<file path="src/design/shtps_pkg.sv">
// Shared types and constants for the probe/store table.
// No dependencies; imported by the top level, front, queue and back modules.
package shtps_pkg;

	localparam int unsigned DEF_ENTRIES    = 65536;
	localparam int unsigned DEF_INF_SCORE  = 50000;
	localparam int unsigned DEF_MATE_BOUND = 49000;
	localparam int unsigned BIAS_MARGIN    = 1000;

	localparam logic [16:0] FIELD17   = 17'h1FFFF;
	localparam int unsigned SCORE_W   = 19;
	localparam int unsigned PK_W      = 25;
	localparam int unsigned DEPTH_LSB = 17;
	localparam int unsigned KIND_LSB  = 23;

	localparam logic CMD_PROBE = 1'b0;
	localparam logic CMD_STORE = 1'b1;

	localparam logic [1:0] KIND_EXACT = 2'd0;
	localparam logic [1:0] KIND_UPPER = 2'd1;
	localparam logic [1:0] KIND_LOWER = 2'd2;

	typedef enum logic [1:0] {
		F_IDLE,
		F_MOD,
		F_PUSH
	} front_state_t;

	typedef enum logic [1:0] {
		B_CLEAR,
		B_IDLE,
		B_EVAL
	} back_state_t;

	typedef struct packed {
		logic               cmd;
		logic [63:0]        key;
		logic signed [16:0] alpha;
		logic signed [16:0] beta;
		logic [5:0]         req_depth;
		logic [1:0]         bound_kind;
		logic [5:0]         ply;
		logic [PK_W-1:0]    new_pk;
	} item_t;

	typedef struct packed {
		logic full;
		logic empty;
	} fifo_stat_t;

	typedef struct packed {
		logic            valid;
		logic [7:0]      age;
		logic [PK_W-1:0] pk;
		logic [63:0]     check;
	} ent_t;

endpackage

</file>
<file path="src/design/shtps_front.sv">
// Front part: takes requests, packs the store word and reduces the key to an index.
// Depends on shtps_pkg; feeds shtps_fifo.
module shtps_front #(
	parameter int unsigned ENTRIES    = shtps_pkg::DEF_ENTRIES,
	parameter int unsigned INF_SCORE  = shtps_pkg::DEF_INF_SCORE,
	parameter int unsigned MATE_BOUND = shtps_pkg::DEF_MATE_BOUND,
	localparam int unsigned IDX_W     = $clog2(ENTRIES)
) (
	input  logic                   clk,
	input  logic                   arst_n,
	input  logic                   in_valid,
	output logic                   in_stall,
	input  logic                   cmd,
	input  logic [63:0]            key,
	input  logic signed [16:0]     alpha,
	input  logic signed [16:0]     beta,
	input  logic [5:0]             req_depth,
	input  logic signed [16:0]     new_score,
	input  logic [1:0]             bound_kind,
	input  logic [5:0]             ply,
	input  logic                   clearing,
	input  shtps_pkg::fifo_stat_t  fifo_stat,
	output logic                   push,
	output shtps_pkg::item_t       push_item,
	output logic [IDX_W-1:0]       push_idx
);
	import shtps_pkg::*;

	localparam bit POW2 = ((ENTRIES & (ENTRIES - 1)) == 0);
	localparam int unsigned X_W = IDX_W + 11;
	localparam int unsigned H_W = 12;
	localparam logic [IDX_W+1:0] ENT = (IDX_W + 2)'(ENTRIES);
	localparam logic [H_W-1:0] RECIP =
		H_W'((64'd1 << (H_W + IDX_W - 1)) / 64'(ENTRIES));
	localparam logic [7:0][IDX_W-1:0] WGT = {
		IDX_W'((64'd1 << 56) % 64'(ENTRIES)),
		IDX_W'((64'd1 << 48) % 64'(ENTRIES)),
		IDX_W'((64'd1 << 40) % 64'(ENTRIES)),
		IDX_W'((64'd1 << 32) % 64'(ENTRIES)),
		IDX_W'((64'd1 << 24) % 64'(ENTRIES)),
		IDX_W'((64'd1 << 16) % 64'(ENTRIES)),
		IDX_W'((64'd1 << 8) % 64'(ENTRIES)),
		IDX_W'(64'd1 % 64'(ENTRIES))
	};
	localparam logic signed [SCORE_W-1:0] MATE_S = SCORE_W'(MATE_BOUND);
	localparam logic signed [SCORE_W-1:0] BIAS_S = SCORE_W'(INF_SCORE + BIAS_MARGIN);
	localparam logic signed [SCORE_W-1:0] F_MAX  = SCORE_W'(FIELD17);
	localparam logic [1:0] STEP_LAST = 2'd3;

	front_state_t state_q, state_d;
	logic         accept;
	item_t        item_q;
	logic [IDX_W-1:0] rem_q;
	logic [1:0]   cnt_q;
	logic [X_W-1:0]   sum_q;
	logic [H_W-1:0]   qest_q;
	logic [IDX_W+1:0] diff_q;
	logic [X_W-1:0]   fold;
	logic [2*H_W-1:0] qprod;
	logic [X_W-1:0]   diff_full;
	logic [IDX_W+1:0] red1, red2;

	logic signed [SCORE_W-1:0] sc, adj, f;
	logic signed [SCORE_W-1:0] ply_s;
	logic [PK_W-1:0] pk_new;

	// store word: move mate scores away from the root, bias, saturate
	always_comb begin
		sc    = {{(SCORE_W - 17){new_score[16]}}, new_score};
		ply_s = {{(SCORE_W - 6){1'b0}}, ply};
		adj   = sc;
		if (sc < -MATE_S) adj = sc - ply_s;
		else if (sc > MATE_S) adj = sc + ply_s;
		f = adj + BIAS_S;
		if (f < 0) f = '0;
		else if (f > F_MAX) f = F_MAX;
		pk_new = {bound_kind, req_depth, f[16:0]};
	end

	// fold key bytes by their weights, estimate the quotient by a reciprocal,
	// then at most two subtracts of the modulus
	always_comb begin
		fold = '0;
		for (int i = 0; i < 8; i++)
			fold = fold + X_W'(item_q.key[8*i +: 8]) * X_W'(WGT[i]);
		qprod     = (2 * H_W)'(sum_q[X_W-1 -: H_W]) * (2 * H_W)'(RECIP);
		diff_full = sum_q - X_W'(qest_q) * X_W'(ENTRIES);
		red1      = (diff_q >= ENT) ? (diff_q - ENT) : diff_q;
		red2      = (red1 >= ENT) ? (red1 - ENT) : red1;
	end

	always_comb begin
		state_d = state_q;
		accept  = 1'b0;
		push    = 1'b0;
		case (state_q)
			F_IDLE: begin
				accept = in_valid && !clearing;
				if (accept) state_d = POW2 ? F_PUSH : F_MOD;
			end
			F_MOD: begin
				if (cnt_q == STEP_LAST) state_d = F_PUSH;
			end
			F_PUSH: begin
				if (!fifo_stat.full) begin
					push   = 1'b1;
					accept = in_valid && !clearing;
					if (accept) state_d = POW2 ? F_PUSH : F_MOD;
					else state_d = F_IDLE;
				end
			end
			default: state_d = F_IDLE;
		endcase
	end

	assign in_stall = clearing ||
		!((state_q == F_IDLE) || ((state_q == F_PUSH) && !fifo_stat.full));

	always_ff @(posedge clk or negedge arst_n) begin
		if (!arst_n) begin
			state_q <= F_IDLE;
			cnt_q   <= 2'd0;
		end else begin
			state_q <= state_d;
			if (accept) cnt_q <= 2'd0;
			else if (state_q == F_MOD) cnt_q <= cnt_q + 2'd1;
		end
	end

	always_ff @(posedge clk) begin
		if (accept) begin
			item_q.cmd        <= cmd;
			item_q.key        <= key;
			item_q.alpha      <= alpha;
			item_q.beta       <= beta;
			item_q.req_depth  <= req_depth;
			item_q.bound_kind <= bound_kind;
			item_q.ply        <= ply;
			item_q.new_pk     <= pk_new;
		end
		if (state_q == F_MOD) begin
			sum_q  <= fold;
			qest_q <= qprod[2*H_W-1 -: H_W];
			diff_q <= diff_full[IDX_W+1:0];
			rem_q  <= red2[IDX_W-1:0];
		end
	end

	assign push_item = item_q;
	assign push_idx  = POW2 ? item_q.key[IDX_W-1:0] : rem_q;

endmodule

</file>
<file path="config.mk">
export PLATFORM = sky130hd
export DESIGN_NAME = shtps_front
export DESIGN_NICKNAME = d
export VERILOG_FILES = /design/src/design/shtps_pkg.sv /design/src/design/shtps_front.sv
export SDC_FILE = /design/constraint.sdc
export NUM_CORES = 1
export LEC_CHECK = 0
export ABC_AREA = 0
export BUFFER_PORTS_ARGS = -buffer_cell sky130_fd_sc_hd__clkbuf_2
export CORE_ASPECT_RATIO = 0.5
export CORE_MARGIN = 1
export CORE_UTILIZATION = 35
export CTS_BUF_LIST = sky130_fd_sc_hd__clkbuf_16
export CTS_CLUSTER_SIZE = 28
export DETAILED_ROUTE_END_ITERATION = 6
export PLACE_DENSITY_LB_ADDON = 0.2
export SETUP_SLACK_MARGIN = 0.4
export SKIP_CTS_REPAIR_TIMING = 1
export SYNTH_ARGS = -nofsm -noshare
export SYNTH_HDL_FRONTEND = slang
export SYNTH_SLANG_ARGS = --single-unit
export TNS_END_PERCENT = 100
</file>
<file path="constraint.sdc">
create_clock -name clk -period 6.85 [get_ports clk]
set_input_delay 1.37 -clock clk [delete_from_list [all_inputs] [get_ports clk]]
set_output_delay 1.37 -clock clk [all_outputs]
set_load 0.05 [all_outputs]
</file>
* After elaboration in Yosys (flattened, before gate mapping)
Cells that the tools add are included.
** Storage, ports and cells
- Register bits after elaboration :: 142
- Input bits :: 136
- Output and inout port bits :: 156
- Word-level logic and storage cells :: 49
** Cells by class
- Add/subtract/negate cells :: 4
- Magnitude comparators :: 4
- Eq/ne operators :: 6
- Multiplexer cells :: 14
- Reductions and logical operators :: 10
** Operators by type and width (number)
- 2-to-1 mux 19 bit :: 2
- adder 19 x 17 -> 19 bit (second input constant) :: 1
- greater-than comparator 19 x 18 -> 1 bit (second input constant) :: 1
- less-than comparator 19 x 1 -> 1 bit (second input constant) :: 1
- adder 17 x 7 -> 18 bit :: 1
- subtractor 17 x 7 -> 18 bit :: 1
- greater-than comparator 17 bit (second input constant) :: 1
- less-than comparator 17 bit (second input constant) :: 1
- 2-to-1 mux 17 bit :: 1
- 2-to-1 mux 2 bit :: 6
- inequality test 2 bit (second input constant) :: 3
- case mux 2 bit (3 select lines) :: 1
- equality test 2 bit (second input constant) :: 2
- logical NOT 1 bit :: 3
- 2-to-1 mux 1 bit :: 3
- AND reduction 3 bit :: 1
- adder 2 x 1 -> 2 bit (second input constant) :: 1
- equality test 2 x 1 -> 1 bit (second input constant) :: 1
- logical AND 1 bit :: 2
- logical NOT 2 bit :: 1
- logical OR 1 bit :: 2
- case mux 1 bit (2 select lines) :: 1
- nonzero test 2 bit :: 1

* Longest topological paths before layout
- Depth in word-level cells :: 6
- Gate-level depth with buffers :: 16
- Gate-level depth less buffers :: 15

* Worst setup path after synthesis
Ideal clock, no wire load.
- Path kind :: input-to-reg
- From :: in clearing
- To :: reg item_q, in the netlist push_idx[0], enable pin
- Setup time :: 663 ps
- Arrival time :: 7802 ps
- Required time :: 6187 ps
- Path slack :: -1615 ps
- Stages on the path :: 2
- Buffers on the path :: 0
- Cells stage by stage :: nand2b_1 > a21oi_1
** On the way
- Longest elaborated chain between the ends :: 4
** RTL lines
- from (decl) :: RTL line shtps_front.sv:21 : input logic clearing,
- logical NOT 1 bit * :: RTL line shtps_front.sv:98, shtps_front.sv:107
- logical AND 1 bit * :: RTL line shtps_front.sv:98, shtps_front.sv:107
- 2-to-1 mux 1 bit :: RTL line shtps_front.sv:105 : if (!fifo_stat.full) begin
- case mux 1 bit (2 select lines) * :: RTL line shtps_front.sv:96 : case (state_q)
- named net accept :: RTL line shtps_front.sv:51 : logic accept;
- to (decl) :: RTL line shtps_front.sv:52 : item_t item_q;
Mark *: on every way through the listed nets, which the timed path passes. The rest lies on a longest branch.
A chain may end at the register's enable or synchronous reset.

* Worst setup path after layout
- From :: in new_score[13]
- To :: reg item_q, in the netlist push_item[10] (data pin)
** On the way
- Longest elaborated chain between the ends :: 6
- Elaborated cells on any way between the ends :: 10
- Classes of those cells :: add/sub: 3; order compare: 4; mux: 3
** RTL lines
- from (decl) :: RTL line shtps_front.sv:18 : input logic signed [16:0] new_score,
- adder 17 x 7 -> 18 bit or greater-than comparator 17 bit (tied branches) :: RTL line shtps_front.sv:73 : else if (sc > MATE_S) adj = sc + ply_s;
- 2-to-1 mux 19 bit :: RTL line shtps_front.sv:73
- 2-to-1 mux 19 bit * :: RTL line shtps_front.sv:72 : if (sc < -MATE_S) adj = sc - ply_s;
- adder 19 x 17 -> 19 bit * :: RTL line shtps_front.sv:74 : f = adj + BIAS_S;
- greater-than comparator 19 x 18 -> 1 bit :: RTL line shtps_front.sv:76 : else if (f > F_MAX) f = F_MAX;
- 2-to-1 mux 17 bit :: RTL line shtps_front.sv:76
Mark *: on every way between the ends. The rest lies on a longest branch, timed or not.

==> metrics.csv <==
stage;metric;value;unit
outcome;run status;complete, no violations;
cts;Clock Sink Count;131;
finish;Synth-to-Final Area Change;35.7;%
die;Starting Density;36.7;%
setup_path;slowest stage delay, CP;770;ps
power;Pwr Density;277;mW/mm²
detailed_routing;initial DRC count;204;
detailed_routing;Post-DRT Antenna Nets;0;
placed_design;number of port buffers;290;
cts;clock buffer depth;2;
synth;Yosys cell types;70;
setup_path;Required @ worst endpoint;6980;ps
cts;Num CTS Buffers;17;
timing;final period utilization;69.4;%
setup_path;Crit path buffers/inverters;1;
synth;synthesized area;0.00580;mm²
detailed_routing;drt pass-1 iters;4;
global_route;vias in the first global route;4005;
finish;fin area;0.00787;mm²
setup_path;CP Launch Type;primary input;
setup_path;CP Capture Type;register;
timing;Final Slew Violations;0;
synth;#FFs+latches synth;131;
synth;Synth Flop Type;edfxtp_1;
global_route;All-Layer GR Usage;16.9;%
synth;post-synthesis sequential area ratio;67.8;%
finish;most frequent cells in the layout;clkbuf_2, edfxtp_1, inv_1;
power;Psw;613;µW
setup_path;FF-to-FF Start;state_q[1]$_DFFE_PN0P_;
detailed_routing;Detailed Route WL;14400;µm
timing;worst relative slew slack;32.2;%
timing;Setup Skew;6.37;ps
flow_run;Max-Cap Viols;0;
die;I/O Pins;292;
power;worst vdd ir;0.173;mV
cts;H-tree levels;4;
timing;RSZ-0062 raised after global routing;false;
global_route;Congestion Overflow GR;0;
die;Die ar.;0.0171;mm²
timing;Setup-failing EPs final;0;
timing;total negative slack;0;ps
power;sw frac;28.1;%
setup_path;CP max-delay cell;nor4b_1;
cts;worst-skew pair later-pin latency;410;ps
setup_path;most used cell, CP;a41oi_1;
detailed_routing;via count;4209;
power;Int Pwr;1.57;mW
worst_hold_path;HP Class;reg -> reg;
die;die height;93;µm
cts;CTS tree;done;
timing;min cycle time layout;4760;ps
setup_path;Worst path top cell family by delay;compound AO/OA/AOI/OAI gates;
power;Leak;3.32;nW
synth;number of synthesized flops with an enable pin;130;
synth;net count after synthesis;544;
die;Rows;32;
die;Die Wd;184;µm
global_route;largest net degree at the start of global routing;82;
detailed_routing;Via density;4.67;
cts;clock slew at reported path FFs;60;ps
finish;Fillers;1460;
setup_path;crit path kind;in -> reg;
placed_design;routability cong.;0.829;
setup_path;WP data arrival;4880;ps
setup_path;Worst Path Max Fanout;15;
cts;CTS root buf;clkbuf_16;
finish;nets@finish;819;
setup_path;Crit. Startpoint;new_score[13];
power;Combinational Power Share;16.1;%
timing;maximum operating frequency;210;MHz
placed_design;Area after DPL;0.00728;mm²
synth;Async S/R FF share, synth;0.763;%
timing;final hold vios;0;
detailed_routing;DRC viols;0;
placed_design;Post-DP HPWL;11200;µm
die;CORE AREA;0.0158;mm²
finish;Final Util;49.9;%
setup_path;Cell Chain, Critical Path;clkbuf_2 -> or4_4 -> o31a_1 -> nor4b_1 -> a41oi_1 -> a2bb2oi_1 -> o221ai_1 -> nor2_1 -> a21o_2 -> a41oi_1;
timing;WHS;586;ps
power;Seq pwr share;43.2;%
synth;syn_area_per_cell;14.8;µm²
finish;most common cell after layout, fill and taps aside;clkbuf_2;
worst_hold_path;hold path start;state_q[1]$_DFFE_PN0P_;
power;Clk network pwr share;40.7;%
synth;Synth warnings;0;
finish;diodes inserted;0;
synth;Cells after Synth;393;
timing;worst-margin pin slew;1020;ps
finish;layout cells sized above 1;51.5;%
detailed_routing;drt wl/cell;16.0;µm
global_route;initial antenna violation count;0;
global_route;first-pass GRT wire length;21500;µm
-- power groups by stage --
stage	Combinational [mW]	Clock, mW	Sequential (mW)
3_3_place_gp	0.351	0	0.957
4_1_cts	0.354	0.917	0.942
5_1_grt	0.376	0.948	0.945
2_1_floorplan	0.137	0	1.08
3_5_place_dp	0.352	0	0.959
6_report	0.351	0.888	0.941
-- sequential cells by signal (all words and copies together), names as in the netlist --
signal	flops
push_idx	16
state_q	1
push_item	114
-- worst register-to-register path: stages (launching register included) --
cell and delay, ps:
dfrtp_1 420, a21oi_4 140, buf_4 780
-- cells in the mapped netlist (4+ instances only) --
cell      number  share of area, %
a211oi_1       5              0.65
a21oi_1       19               1.6
a22oi_1        5              0.65
a31oi_1       11               1.2
buf_4         25               3.2
clkbuf_1       6              0.39
edfxtp_1     130                67
ha_1          13               2.8
inv_1         20               1.3
nand2_1       16               1.0
nand2b_1       6              0.65
nand3_1        4              0.35
nor2_1        16               1.0
nor2b_1        4              0.43
nor3_1         5              0.43
nor4_1         6              0.65
o211ai_1       4              0.52
o21ai_0        8              0.69
xnor2_1        9               1.4
xor2_1         4              0.60
-- through the flow --
stage | instances | worst slack, ps | total power [mW]
after floorplan | 393 | 1340 | 1.22
after global placement | 870 | 1750 | 1.31
after detailed placement | 870 | 1730 | 1.31
after CTS | 902 | 2170 | 2.21
after global routing | 902 | 1800 | 2.27
final | 902 | 2090 | 2.18
-- logic make-up (layout without fill, tap and decap cells) --
| family | after synthesis | count (layout) | synth area share, % |
|---|---|---|---|
| multiplexers | 1 | 1 | 0.194 |
| AND/OR/NAND/NOR | 85 | 85 | 8.50 |
| XOR/XNOR | 13 | 13 | 1.96 |
| AO/OA/AOI/OAI | 91 | 91 | 12.0 |
| flip-flops | 131 | 131 | 67.8 |
| buffers and inverters | 57 | 345 | 6.07 |
| adder cells (fa/ha/maj) | 15 | 15 | 3.50 |
-- worst paths after layout --
path | end | slack [ps] | cells after the start
max in group asynchronous | state_q[1]$_DFFE_PN0P_ | 6030 | 1
min in group asynchronous | state_q[1]$_DFFE_PN0P_ | 740 | 1
worst max register to register | push_item[119]$_DFFE_PP_ | 5080 | 2
worst max-delay path | push_item[10]$_SDFFCE_PN0P_ | 2090 | 10
worst min-delay path | state_q[1]$_DFFE_PN0P_ | 590 | 2
worst min register to register | state_q[1]$_DFFE_PN0P_ | 590 | 2
-- metal layers --
layer  up-vias  share of wire, %  track usage [%]
li1       2057                 -                -
met1      2016                41             20.3
met2       132                52             29.5
met3         4               6.5             5.06
met4         0              0.53             4.79
met5         -                 0                0
-- layout make-up --
cell class              count  area (µm²)  share of cell area, %
well taps                 221         277                   3.52
inverters                  20        75.1                  0.955
flip-flops and latches    131        3930                   50.0
clock buffers              17         425                   5.41
repair buffers            293        1470                   18.7
clock inverters            15         158                   2.00
multi-input cells         205        1530                   19.4
Power figures use the tool's default switching activity.
