File: src/design/shtps_pkg.sv
// Shared types and constants for the probe/store table.
// No dependencies; imported by the top level, front, queue and back modules.
package shtps_pkg;

	localparam int unsigned DEF_ENTRIES    = 65536;
	localparam int unsigned DEF_INF_SCORE  = 50000;
	localparam int unsigned DEF_MATE_BOUND = 49000;
	localparam int unsigned BIAS_MARGIN    = 1000;

	localparam logic [16:0] FIELD17   = 17'h1FFFF;
	localparam int unsigned SCORE_W   = 19;
	localparam int unsigned PK_W      = 25;
	localparam int unsigned DEPTH_LSB = 17;
	localparam int unsigned KIND_LSB  = 23;

	localparam logic CMD_PROBE = 1'b0;
	localparam logic CMD_STORE = 1'b1;

	localparam logic [1:0] KIND_EXACT = 2'd0;
	localparam logic [1:0] KIND_UPPER = 2'd1;
	localparam logic [1:0] KIND_LOWER = 2'd2;

	typedef enum logic [1:0] {
		F_IDLE,
		F_MOD,
		F_PUSH
	} front_state_t;

	typedef enum logic [1:0] {
		B_CLEAR,
		B_IDLE,
		B_EVAL
	} back_state_t;

	typedef struct packed {
		logic               cmd;
		logic [63:0]        key;
		logic signed [16:0] alpha;
		logic signed [16:0] beta;
		logic [5:0]         req_depth;
		logic [1:0]         bound_kind;
		logic [5:0]         ply;
		logic [PK_W-1:0]    new_pk;
	} item_t;

	typedef struct packed {
		logic full;
		logic empty;
	} fifo_stat_t;

	typedef struct packed {
		logic            valid;
		logic [7:0]      age;
		logic [PK_W-1:0] pk;
		logic [63:0]     check;
	} ent_t;

endpackage

File: src/design/shtps_fifo.sv
// Two-entry request queue between front and back parts.
// Depends on shtps_pkg for the status struct.
module shtps_fifo #(
	parameter int unsigned W = 8
) (
	input  logic                   clk,
	input  logic                   arst_n,
	input  logic                   push,
	input  logic [W-1:0]           push_data,
	input  logic                   pop,
	output logic [W-1:0]           pop_data,
	output shtps_pkg::fifo_stat_t  stat
);
	import shtps_pkg::*;

	logic [W-1:0] data_q [2];
	logic         wptr_q;
	logic         rptr_q;
	logic [1:0]   cnt_q;

	always_ff @(posedge clk or negedge arst_n) begin
		if (!arst_n) begin
			wptr_q <= 1'b0;
			rptr_q <= 1'b0;
			cnt_q  <= 2'd0;
		end else begin
			if (push) wptr_q <= ~wptr_q;
			if (pop) rptr_q <= ~rptr_q;
			case ({push, pop})
				2'b10:   cnt_q <= cnt_q + 2'd1;
				2'b01:   cnt_q <= cnt_q - 2'd1;
				default: cnt_q <= cnt_q;
			endcase
		end
	end

	always_ff @(posedge clk) begin
		if (push) data_q[wptr_q] <= push_data;
	end

	assign pop_data   = data_q[rptr_q];
	assign stat.full  = (cnt_q == 2'd2);
	assign stat.empty = (cnt_q == 2'd0);

endmodule

File: config.mk
export PLATFORM = sky130hd
export DESIGN_NAME = shtps_fifo
export DESIGN_NICKNAME = d
export VERILOG_FILES = /design/src/design/shtps_pkg.sv /design/src/design/shtps_fifo.sv
export SDC_FILE = /design/constraint.sdc
export NUM_CORES = 1
export LEC_CHECK = 0
export BUFFER_PORTS_ARGS = -buffer_cell sky130_fd_sc_hd__buf_2
export CAP_MARGIN = 20
export CORE_MARGIN = 3
export CORE_UTILIZATION = 48
export DETAILED_ROUTE_END_ITERATION = 6
export MAX_ROUTING_LAYER = met4
export PLACE_DENSITY_LB_ADDON = 0.15
export SYNTH_ARGS = -nofsm -noshare
export SYNTH_HDL_FRONTEND = slang
export SYNTH_SLANG_ARGS = --single-unit
File: constraint.sdc
create_clock -name clk -period 1.9 [get_ports clk]
set_clock_uncertainty 0.2 [all_clocks]
set_input_delay 0.57 -clock clk [delete_from_list [all_inputs] [get_ports clk]]
set_output_delay 0.57 -clock clk [all_outputs]
set_load 0.02 [all_outputs]
* Word-level counts from Yosys, hierarchy flattened *
Memories as Yosys holds them, arrays and structs flattened.
Cells that the tools add are included.

operators by class
  bitwise logic cells = 2
  reduce and logical (&&, ||, !) cells = 2
  order comparisons = 0
  eq/ne operators = 3
  divide/modulo/power cells = 0
  multiplexer cells = 3
  shift operators = 0
  $add $sub $neg = 2
  $mul = 0

operators by type and width
  operator               count
  $eq A2 B2 Y1 const B   2
  $pmux W2 S2            1
  $add A2 B1 Y2 const B  1
  $eq A2 B1 Y1 const B   1
  $logic_not A2 Y1       1
  $mux W1                2
  $not A1 Y1             2
  $reduce_bool A2 Y1     1
  $sub A2 B1 Y2 const B  1

storage, ports and cells
  logic and storage cells = 16
  memories = 1
  bits in latches = 0
  bits in writable memories = 16
  bits of input ports = 12
  register bits = 4
  output and inout port bits = 10
  memory bits (read-only) = 0

memory list
  name    words  width  read ports  clocked after memory_dff  write ports  RTL line          RTL
  data_q  2      8      1           0                         1            shtps_fifo.sv:16  logic [W-1:0] data_q [2];

* Longest topological paths before layout *
Gate-level depths: netlist of run 1.

  depth after elaboration = 2
  gate-level depth with buffers = 5
  gate-level depth less buffers = 5

* Worst setup path before layout of run 1 *
OpenSTA, ideal clock, no wires.

  kind = register to output
  from = register rptr_q
  to = output port pop_data[0]
  setup slack = 242 ps
  data required time = 1130 ps
  buffers on the path = 1
  cell stages (with the launch flop) = 3
  arrival = 888 ps
  cell sequence = dfrtp_1 buf_2 mux2_2

on the way
  word-level cells in the longest chain between the ends = 1

ends and longest elaborated chain
  item                    RTL line          RTL
  start, declared         shtps_fifo.sv:18  logic rptr_q;
  start signal, assigned  shtps_fifo.sv:28  if (pop) rptr_q <= ~rptr_q;
  $mem_v2 Z2 W8           --
  end, declared           shtps_fifo.sv:11  output logic [W-1:0] pop_data,

Every way passes these cells.

* Worst setup path after layout of run 1 *
  from = register rptr_q
  to = output port pop_data[5]

The elaborated chain is that of the path after synthesis.

==> impl_results.md, run 1 <==
* Sequential Area at a little under 600 sq um
* Final GP Congestion at around 0.63
* Rows at 13
* Top FF cell, synth: edfxtp_1
* Layout filler cell count at 100
* Syn Area/Cell at 18.58 sq um
* PwrDens at around 1500 nW/um^2
* Final Max Slew Viols at 0
* Leakage at 0.4278 nW
* Number of enable flip-flop cells after synthesis at 16
* Total nets after synthesis at 54
* Die X at roughly 46 um
* CTS Root Buffer Type: clkbuf_4
* Share of the synthesized area in the top cell type at a little over three fifths
* Crit-path cells: buf_6, mux2_4, buf_6
* DR vias at 415
* Buf/Inv on CP at 2
* CP Max Fanout at 5
* Final Hold Fails at 0
* Die area at 2101 sq um
* DR WL/cell at 12.99 um
* CTS tree: built
* Io pins at 22
* Placed Area at 895.9 sq um
* Remaining DRCs at 0
* Clk slew on worst S/H paths at approximately 100 ps
* Synth area leader: edfxtp_1
* Final period utilization at 107.5%
* Port buffer count at 21
* Largest net degree at the start of global routing at 12
* Layout Cells excl Fill at 87
* Comb pwr share at between 40 and 50%
* Switching part of the total power at 31.05%
* Crit. End Element: primary output
* Worst VDD drop at 0.7918 mV
* DP HPWL at 782.2 um
* Worst setup SP type: flop
* Synth area leaders: edfxtp_1 (63%), dfrtp_1 (13%), mux2_2 (12%)
* Vias in the first global route at between 400 and 500
* Cell mode on critical path: buf_6
* Total track usage at between 10% and 20%
* CP top delay family: flip-flops
* H-tree depth at 1
* Synthesized area at ~760 sq um
* CP arrival at roughly 1300 ps
* P_int at 1.046 mW
* Diode count at 0
* Kind of critical path: reg2out
* Ys async rst share at about a fifth
* Global-route wire length before repair at approximately 1700 um
* Clock power frac at about 13%
* Max-Cap Viols at 0
* Count of different cell masters after synthesis at 11
* CTS buffer count at 3
* Count leader, synth: edfxtp_1
* Worst-margin pin slew at roughly 390 ps
* Max Freq at 0.4895 GHz
* #FFs+latches synth at 20
* Hold Path Class: in2reg
* Layout area overhead at 34.48%
* DR iter-0 viols at 0
* Area of the multi-input gates at ~180 sq um
* Core box area at 1399 sq um
* WP data required at around 1100 ps
* Status: complete, but fails checks
* Final instance area at 1025 sq um
* Via/cell ratio at around 4.8
* Nets at 86
* Seq pwr share at a little over two fifths
* Antenna-violating nets left at 0
* Share of cells above drive strength 1 at 55.56%
* Rel. slew slack at about three quarters
* Skew-Pair Late Insertion Delay at around 280 ps
* Post-synthesis cell count at 41
* Detailed Route WL at 1130 um
* Starting Density at between 50% and 60%
* Post-synth top cells: edfxtp_1 (16), mux2_2 (8), dfrtp_1 (4)
* Initial antenna violation count at 0
* RSZ-0062 raised after global routing: yes
* Overall Power at 1.518 mW
* Sw Pwr at between 0.4 and 0.5 mW
* Clock tree buffer depth at 2
* Final WS setup at -142.9 ps
* CP max stage delay at roughly 430 ps
* Detailed Routing Iterations Pass 1 at 1
* Clock sink count at 20
* Final Setup Violations at 8
* Total negative slack at -1042 ps
* DP Cell Count at 78
* Register area share after synthesis at between 70% and 80%
* Die Ht at around 46 um
* Slowest CP cell: dfrtp_2
* Total grt overflow at 0
* Failing checks: setup timing
* Fin crit period at ~2000 ps
* Yosys warning count at 0
cell families after synthesis:
family                   count (synthesis)  share of synthesized area (%)
XOR/XNOR                                 5                          5.748
adder cells (fa/ha/maj)                  1                          1.642
buffers and inverters                    2                          1.148
flip-flops                              20                          76.19
AND/OR/NAND/NOR                          5                          3.449
multiplexers                             8                          11.82
layer usage:
metal	track usage (%)	wire (um)	vias to the layer above
met5	-	0	-
met2	19.23	586	11
li1	-	-	209
met1	15.50	487	195
met4	3.409	0	0
met3	3.557	57	0
stage by stage:
step                      setup WS (ps)  hold slack (ps)  util [%]
after CTS                        -142.4            258.4     72.45
final                            -142.9            266.9     73.26
after global routing             -183.8            251.3     73.26
after detailed placement          39.45            179.5     64.04
after global placement            54.82            181.9     64.04
after floorplan                   242.5            74.41         -
final timing paths:
path | startpoint | to | slack [ps] | cells past startpoint
setup / recovery | rptr_q | pop_data[5] | -140 | 3
hold / removal | push_data[7] | data_q[0][7] | 270 | 1
setup reg to reg | wptr_q | data_q[1][6] | 600 | 1
hold reg to reg | cnt_q[1] | cnt_q[1] | 300 | 1
max in group asynchronous | arst_n | rptr_q | 950 | 2
min in group asynchronous | arst_n | cnt_q[0] | 420 | 2
cell usage in the layout (no fill, tap or decap), drive strengths merged:
cell type,n
buf,27
edfxtp,16
mux2,8
clkbuf,4
dfrtp,4
nor2,3
xor2,3
xnor2,2
and2,1
inv,1
and2b,1
ha,1
dlygate4sd3,1
repair_timing:
item                                    CTS  global route
cloned                                    0             0
hold buffers                              1             0
gates resized for setup                  21             1
setup buffers                             3             1
endpoints found under the setup margin    8             9
hold endpoints to repair                  4             0
final cells by class:
class / instances / share of cell area [%]
Inverter: 1 / 0.3663
Timing Repair Buffer: 28 / 21.25
Sequential cell: 20 / 56.78
Clock buffer: 4 / 2.564
Multi-Input combinational cell: 19 / 17.22
Tap cell: 15 / 1.832
state kept, by name (all words and copies together) (netlist names):
register and cells:
rptr_q 1, data_q 16, wptr_q 1, cnt_q 2
power by group through the flow:
stage / Clock (mW) / Sequential, mW / Combinational, mW
6_report: 0.195 / 0.647 / 0.676
2_1_floorplan: 0 / 0.641 / 0.351
4_1_cts: 0.203 / 0.652 / 0.657
3_5_place_dp: 0 / 0.687 / 0.456
3_3_place_gp: 0 / 0.683 / 0.445
5_1_grt: 0.220 / 0.661 / 0.720
No activity file was read; power rests on OpenSTA's default activity.
==> inputs of run 2 (changes only) <==
Settings changed: PLACE_DENSITY set to 0.75, PLACE_DENSITY_LB_ADDON 0.15 to not set.
==> impl_results.md, run 2 (synthesis results as in run 1) <==
* Status: complete, but fails checks
* Failing checks: setup timing
* DR WL/cell at around 14 um
* Vias in the first global route at ~450
* Crit-path cells: buf_6, mux2_4, buf_6
* Layout Cells excl Fill at 87
* CP top delay family: flip-flops
* Core box area at roughly 1400 sq um
* Layout area overhead at 34.48%
* Diode count at 0
* Placed Area at 888.4 sq um
* WP data required at roughly 1100 ps
* Worst-margin pin slew at between 300 and 400 ps
* Leakage at about 0.43 nW
* DP HPWL at between 800 and 900 um
* Max-Cap Viols at 0
* Slowest CP cell: dfrtp_2
* Max Freq at around 0.48 GHz
* R2R depth at 1
* Clock tree buffer depth at 2
* WHS at 257.6 ps
* Hold Path Stages at 1
* Clock sink count at 20
* Finished Core Util at 73.26%
* Max FFs per register at 16
* Detailed Routing Iterations Pass 1 at 4
* CTS buffer count at 3
* Crit. End Element: primary output
* Commonest cells after routing, fill and taps aside: edfxtp_1 (16), buf_2 (13), buf_6 (10), mux2_2 (7), buf_4 (4)
* Via/cell ratio at between 4 and 5
* CTS Root Buffer Type: clkbuf_4
* Nets at 86
* CP Max Fanout at 5
* Hold Path Class: in2reg
* Antenna-violating nets left at 0
* Final period utilization at 108.6%
* Final Setup Violations at 8
* CP arrival at about 1300 ps
* RSZ-0062 raised after global routing: yes
* Io pins at 22
* DR vias at around 430
* Share of cells above drive strength 1 at between 50% and 60%
* Starting Density at between 50% and 60%
* Worst VDD drop at 0.9080 mV
* Final Hold Fails at 0
* PwrDens at between 1000 and 1500 nW/um^2
* Die Ht at 45.84 um
* Global-route wire length before repair at 2014 um
* Most common cell after layout, fill and taps aside: edfxtp_1
* Buf/Inv on CP at 2
* Detailed Route WL at around 1200 um
* Skew-Pair Late Insertion Delay at 290 ps
* DR iter-0 viols at 3
* Fin crit period at just over 2000 ps
* DP Cell Count at just under 80
* Final Max Slew Viols at 0
* Die X at around 46 um
* Remaining DRCs at 0
* Largest net degree at the start of global routing at 12
* Top Registers: data_q: 16 flops, cnt_q: 2 flops
* Overall Power at ~1.5 mW
* Rel. slew slack at 74.37%
* Kind of critical path: reg2out
* Rows at 13
* CTS tree: built
* Final GP Congestion at 0.6224
* Worst setup SP type: flop
* Critical Path Stages at 3
* Final instance area at ~1000 sq um
* Total grt overflow at 0
* Reg with most FFs: data_q
* H-tree depth at 1
* Layout filler cell count at 90
* Port buffer count at 21
* Cell mode on critical path: buf_6
* CP max stage delay at about 430 ps
* Die area at 2101 sq um
* Initial antenna violation count at 0
* Final WS setup at -164.1 ps
* Clk slew on worst S/H paths at roughly 110 ps
* Total track usage at 14.76%
-- run 2: cell types whose count changed in the layout (fill, tap and decap cells not counted), sizes merged --
cell	before	now
clkbuf	4	3
clkinv	0	1
-- run 2: layer usage --
metal | GRT usage (%) | vias up | share of wire, %
li1 | - | 211 | -
met1 | 15.03 | 201 | 40
met2 | 25.27 | 14 | 53
met3 | 3.557 | 2 | 5.6
met4 | 8.523 | 0 | 0.65
met5 | - | - | 0
-- run 2: what timing repair did --
action | 4_1_cts | 5_1_grt
hold endpoints to repair | 4 | 0
buffers inserted | 3 | 2
hold buffers | 1 | 0
setup endpoints to repair | 8 | 9
gates resized for setup | 20 | 1
-- run 2: path summary, 6_finish.rpt --
| path | slack (ps) | start | end |
|---|---|---|---|
| max | -160 | rptr_q | pop_data[1] |
| min | 260 | push_data[7] | data_q[0][7] |
| max reg2reg | 590 | wptr_q | data_q[1][0] |
| min reg2reg | 300 | cnt_q[1] | cnt_q[1] |
| max in group asynchronous | 970 | arst_n | rptr_q |
| min in group asynchronous | 400 | arst_n | cnt_q[1] |
-- run 2: layout make-up --
class	instances	area [sq um]	area share, %
Clock buffer	3	22.52	2.198
Sequential cell	20	581.8	56.78
Clock inverter	1	3.754	0.3663
Tap cell	15	18.77	1.832
Multi-Input combinational cell	19	176.4	17.22
Inverter	1	3.754	0.3663
Timing Repair Buffer	28	217.7	21.25
-- run 2: per-stage QoR --
| step | setup WS, ps | TNS (ps) |
|---|---|---|
| after floorplan | 242.5 | 0 |
| after global placement | 43.56 | 0 |
| after detailed placement | 37.97 | 0 |
| after CTS | -142.7 | -1077 |
| after global routing | -212.3 | -1616 |
| final | -164.1 | -1192 |
-- run 2: report_power, final --
group | leakage [nW] | switching [mW] | internal [mW] | total (mW)
clock network | 0.0154 | 0.121 | 0.0765 | 0.198
registers | 0.196 | 0.0535 | 0.598 | 0.651
logic | 0.217 | 0.308 | 0.372 | 0.681
total | 0.428 | 0.483 | 1.05 | 1.53
==> inputs of run 3 (changes only) <==
Settings changed: ABC_AREA set to 1, CORE_UTILIZATION 48 to 49.
==> impl_results.md, run 3 <==
* Top FF cell, synth: edfxtp_1
* Post-synthesis cell count at between 60 and 70
* Share of cells above drive strength 1 at a little over two fifths
* Initial antenna violation count at 0
* Core box area at ~1500 sq um
* Clk slew on worst S/H paths at approximately 110 ps
* R2R depth at 3
* CP Capture Point: pop_data[2]
* Post-Synth Adder-Cell Area at approximately 1.5%
* Nets at 109
* Kind of critical path: reg2out
* Post-synth top cells: edfxtp_1 (16), inv_1 (14), nand2_1 (13)
* Layout filler cell count at approximately 120
* CTS buffer count at 3
* Sw Pwr at about 0.6 mW
* Register area share after synthesis at between 70% and 80%
* Final Max Slew Viols at 0
* Count leader, synth: edfxtp_1
* Crit. End Element: primary output
* Synth area leaders: edfxtp_1 (59%), dfrtp_1 (12%), inv_1 (6.4%)
* Die area at around 2200 sq um
* CP top delay family: flip-flops
* Max-Cap Viols at 0
* P_int at 1.148 mW
* Final Setup Violations at 8
* Total nets after synthesis at 79
* Buf/Inv on CP at 2
* Final WS setup at -58.26 ps
* Global-route wire length before repair at around 2100 um
* Count of different cell masters after synthesis at 14
* Critical Path Stages at 3
* Comb pwr share at 42.2%
* Clock tree buffer depth at 2
* Clock sink count at 20
* Io pins at 22
* Detailed Routing Iterations Pass 1 at 4
* Detailed Route WL at 1344 um
* CTS Root Buffer Type: clkbuf_4
* FF-to-FF End: rptr_q
* Layout area overhead at 33.69%
* Worst setup SP type: flop
* Crit-path cells: buf_4, o21ai_2, buf_6
* Fin crit period at between 1500 and 2000 ps
* Layout Cells excl Fill at 111
* DR iter-0 viols at 10
* Final period utilization at 103.1%
* Reg-to-reg slack, setup at roughly 670 ps
* DR vias at between 500 and 600
* Diode count at 0
* Starting Density at around 53%
* Syn Area/Cell at about 12 sq um
* Skew-Pair Late Insertion Delay at 290 ps
* Remaining DRCs at 0
* DP Cell Count at about 100
* DR WL/cell at around 12 um
* PwrDens at about 1600 nW/um^2
* Final GP Congestion at between 0.7 and 0.8
* Die X at ~47 um
* Synthesized area at 820.8 sq um
* Largest net degree at the start of global routing at 13
* Worst-margin pin slew at roughly 310 ps
* Vias in the first global route at 482
* Critical Path Start: rptr_q
* Commonest cells after routing, fill and taps aside: edfxtp_1 (16), inv_1 (14), buf_2 (14), nand2_1 (9), buf_6 (8)
* Max FFs per register at 16
* RSZ-0062 raised after global routing: yes
* Synth Area in XOR/XNOR at under 10%
* Hold Path Class: in2reg
* Number of enable flip-flop cells after synthesis at 16
* Switching part of the total power at 34.24%
* Rel. slew slack at 79.07%
* Via/cell ratio at 4.811
* Share of the synthesized area in the top cell type at 58.54%
* CTS tree: built
* Die Ht at ~47 um
* Post-synthesis compound-gate area fraction at under 10%
* CP max stage delay at 470 ps
* Mux cell area share after synthesis at 0%
* Slowest CP cell: dfrtp_2
* Largest family of logic cells by synthesized area: buffers and inverters
* Antenna-violating nets left at 0
* Rows at 14
* Clock power frac at 19.1%
* Worst VDD drop at 1.001 mV
* Seq pwr share at between 30% and 40%
* DP HPWL at roughly 950 um
* Simple-Gate Fraction of Synth Area at 8.689%
* Reg with most FFs: data_q
* Max Freq at just over 0.5 GHz
* Top Registers: data_q: 16 flops, cnt_q: 2 flops
* Failing checks: setup timing
* RR Startpoint: rptr_q
* Total track usage at ~15%
* H-tree depth at 1
* Total negative slack at -306.5 ps
* Final Hold Fails at 0
* Total grt overflow at 0
* WP data required at 1130 ps
* Most common cell after layout, fill and taps aside: edfxtp_1
* Yosys warning count at 0
* CP arrival at 1190 ps
* Ys async rst share at between 20% and 30%
* CP Max Fanout at 7
* #FFs+latches synth at 20
* Leakage at approximately 0.5 nW
* Port buffer count at 21
* Status: complete, but fails checks
* Synth area leader: edfxtp_1
run 3: cell types whose count changed after synthesis, moves of 3 or more:
cell | previous run | this run
nand2_1 | 0 | 13
o21ai_0 | 0 | 5
o21ai_2 | 0 | 3
mux2_2 | 8 | 0
inv_1 | 1 | 14
run 3: layout make-up:
type	count	area (sq um)	area share, %
Multi-Input combinational cell	30	190.2	17.33
Clock buffer	3	22.52	2.052
Sequential cell	20	581.8	53.02
Tap cell	16	20.02	1.824
Inverter	14	52.55	4.789
Clock inverter	1	30.03	2.737
Timing Repair Buffer	27	200.2	18.24
run 3: routing by layer:
layer / vias to the layer above / GRT usage [%] / part of all wire [%]
li1: 269 / - / -
met1: 245 / 19.40 / 42
met2: 18 / 21.95 / 51
met3: 2 / 4.598 / 5.6
met4: 0 / 6.630 / 1.0
met5: - / - / 0
run 3: cell families (layout without fill, tap and decap cells):
group | Yosys count | in the layout
flip-flops | 20 | 20
AND/OR/NAND/NOR | 18 | 18
buffers and inverters | 16 | 45
AO/OA/AOI/OAI | 8 | 8
XOR/XNOR | 3 | 3
adder cells (fa/ha/maj) | 1 | 1
run 3: worst register-to-register path, delay by kind of cell, from the launching register on:
family,cells,cell delay (ps)
xor gates and xnor gates,1,150
buffers and inverters,2,290
DFF,1,470
run 3: through the flow:
stage	hold slack, ps	power [mW]	util [%]	area, sq um	worst slack (ps)
after global placement	183.4	1.161	60.15	927.1	116.5
after floorplan	74.41	1.064	-	820.8	151.6
after global routing	228.5	1.851	71.19	1097	-111.6
final	255.5	1.746	71.19	1097	-58.26
after detailed placement	183.3	1.184	60.15	927.1	95.08
after CTS	242.7	1.701	69.07	1065	-66.34
run 3: power by group through the flow:
stage / Combinational (mW) / Clock [mW] / Sequential, mW
2_1_floorplan: 0.418 / 0 / 0.645
4_1_cts: 0.685 / 0.345 / 0.671
6_report: 0.736 / 0.333 / 0.676
3_5_place_dp: 0.479 / 0 / 0.705
3_3_place_gp: 0.464 / 0 / 0.697
5_1_grt: 0.796 / 0.365 / 0.690
run 3: worst min-delay path by stage:
stage | depth (start not counted) | slack [ps] | end | from
detailed placement | 1 | 180 | cnt_q[0] | arst_n
global placement | 1 | 180 | wptr_q | arst_n
global route | 1 | 230 | data_q[0][5] | push_data[5]
finish | 1 | 260 | data_q[1][7] | push_data[7]
floorplan | 0 | 70 | cnt_q[0] | arst_n
CTS | 1 | 240 | data_q[1][7] | push_data[7]
run 3: repair_timing:
item | in CTS | in global routing
hold endpoints to repair | 4 | 0
resized for setup | 20 | 8
pin swaps | 4 | 1
setup buffers | 3 | 1
hold buffers | 1 | 0
setup endpoints to repair | 8 | 8
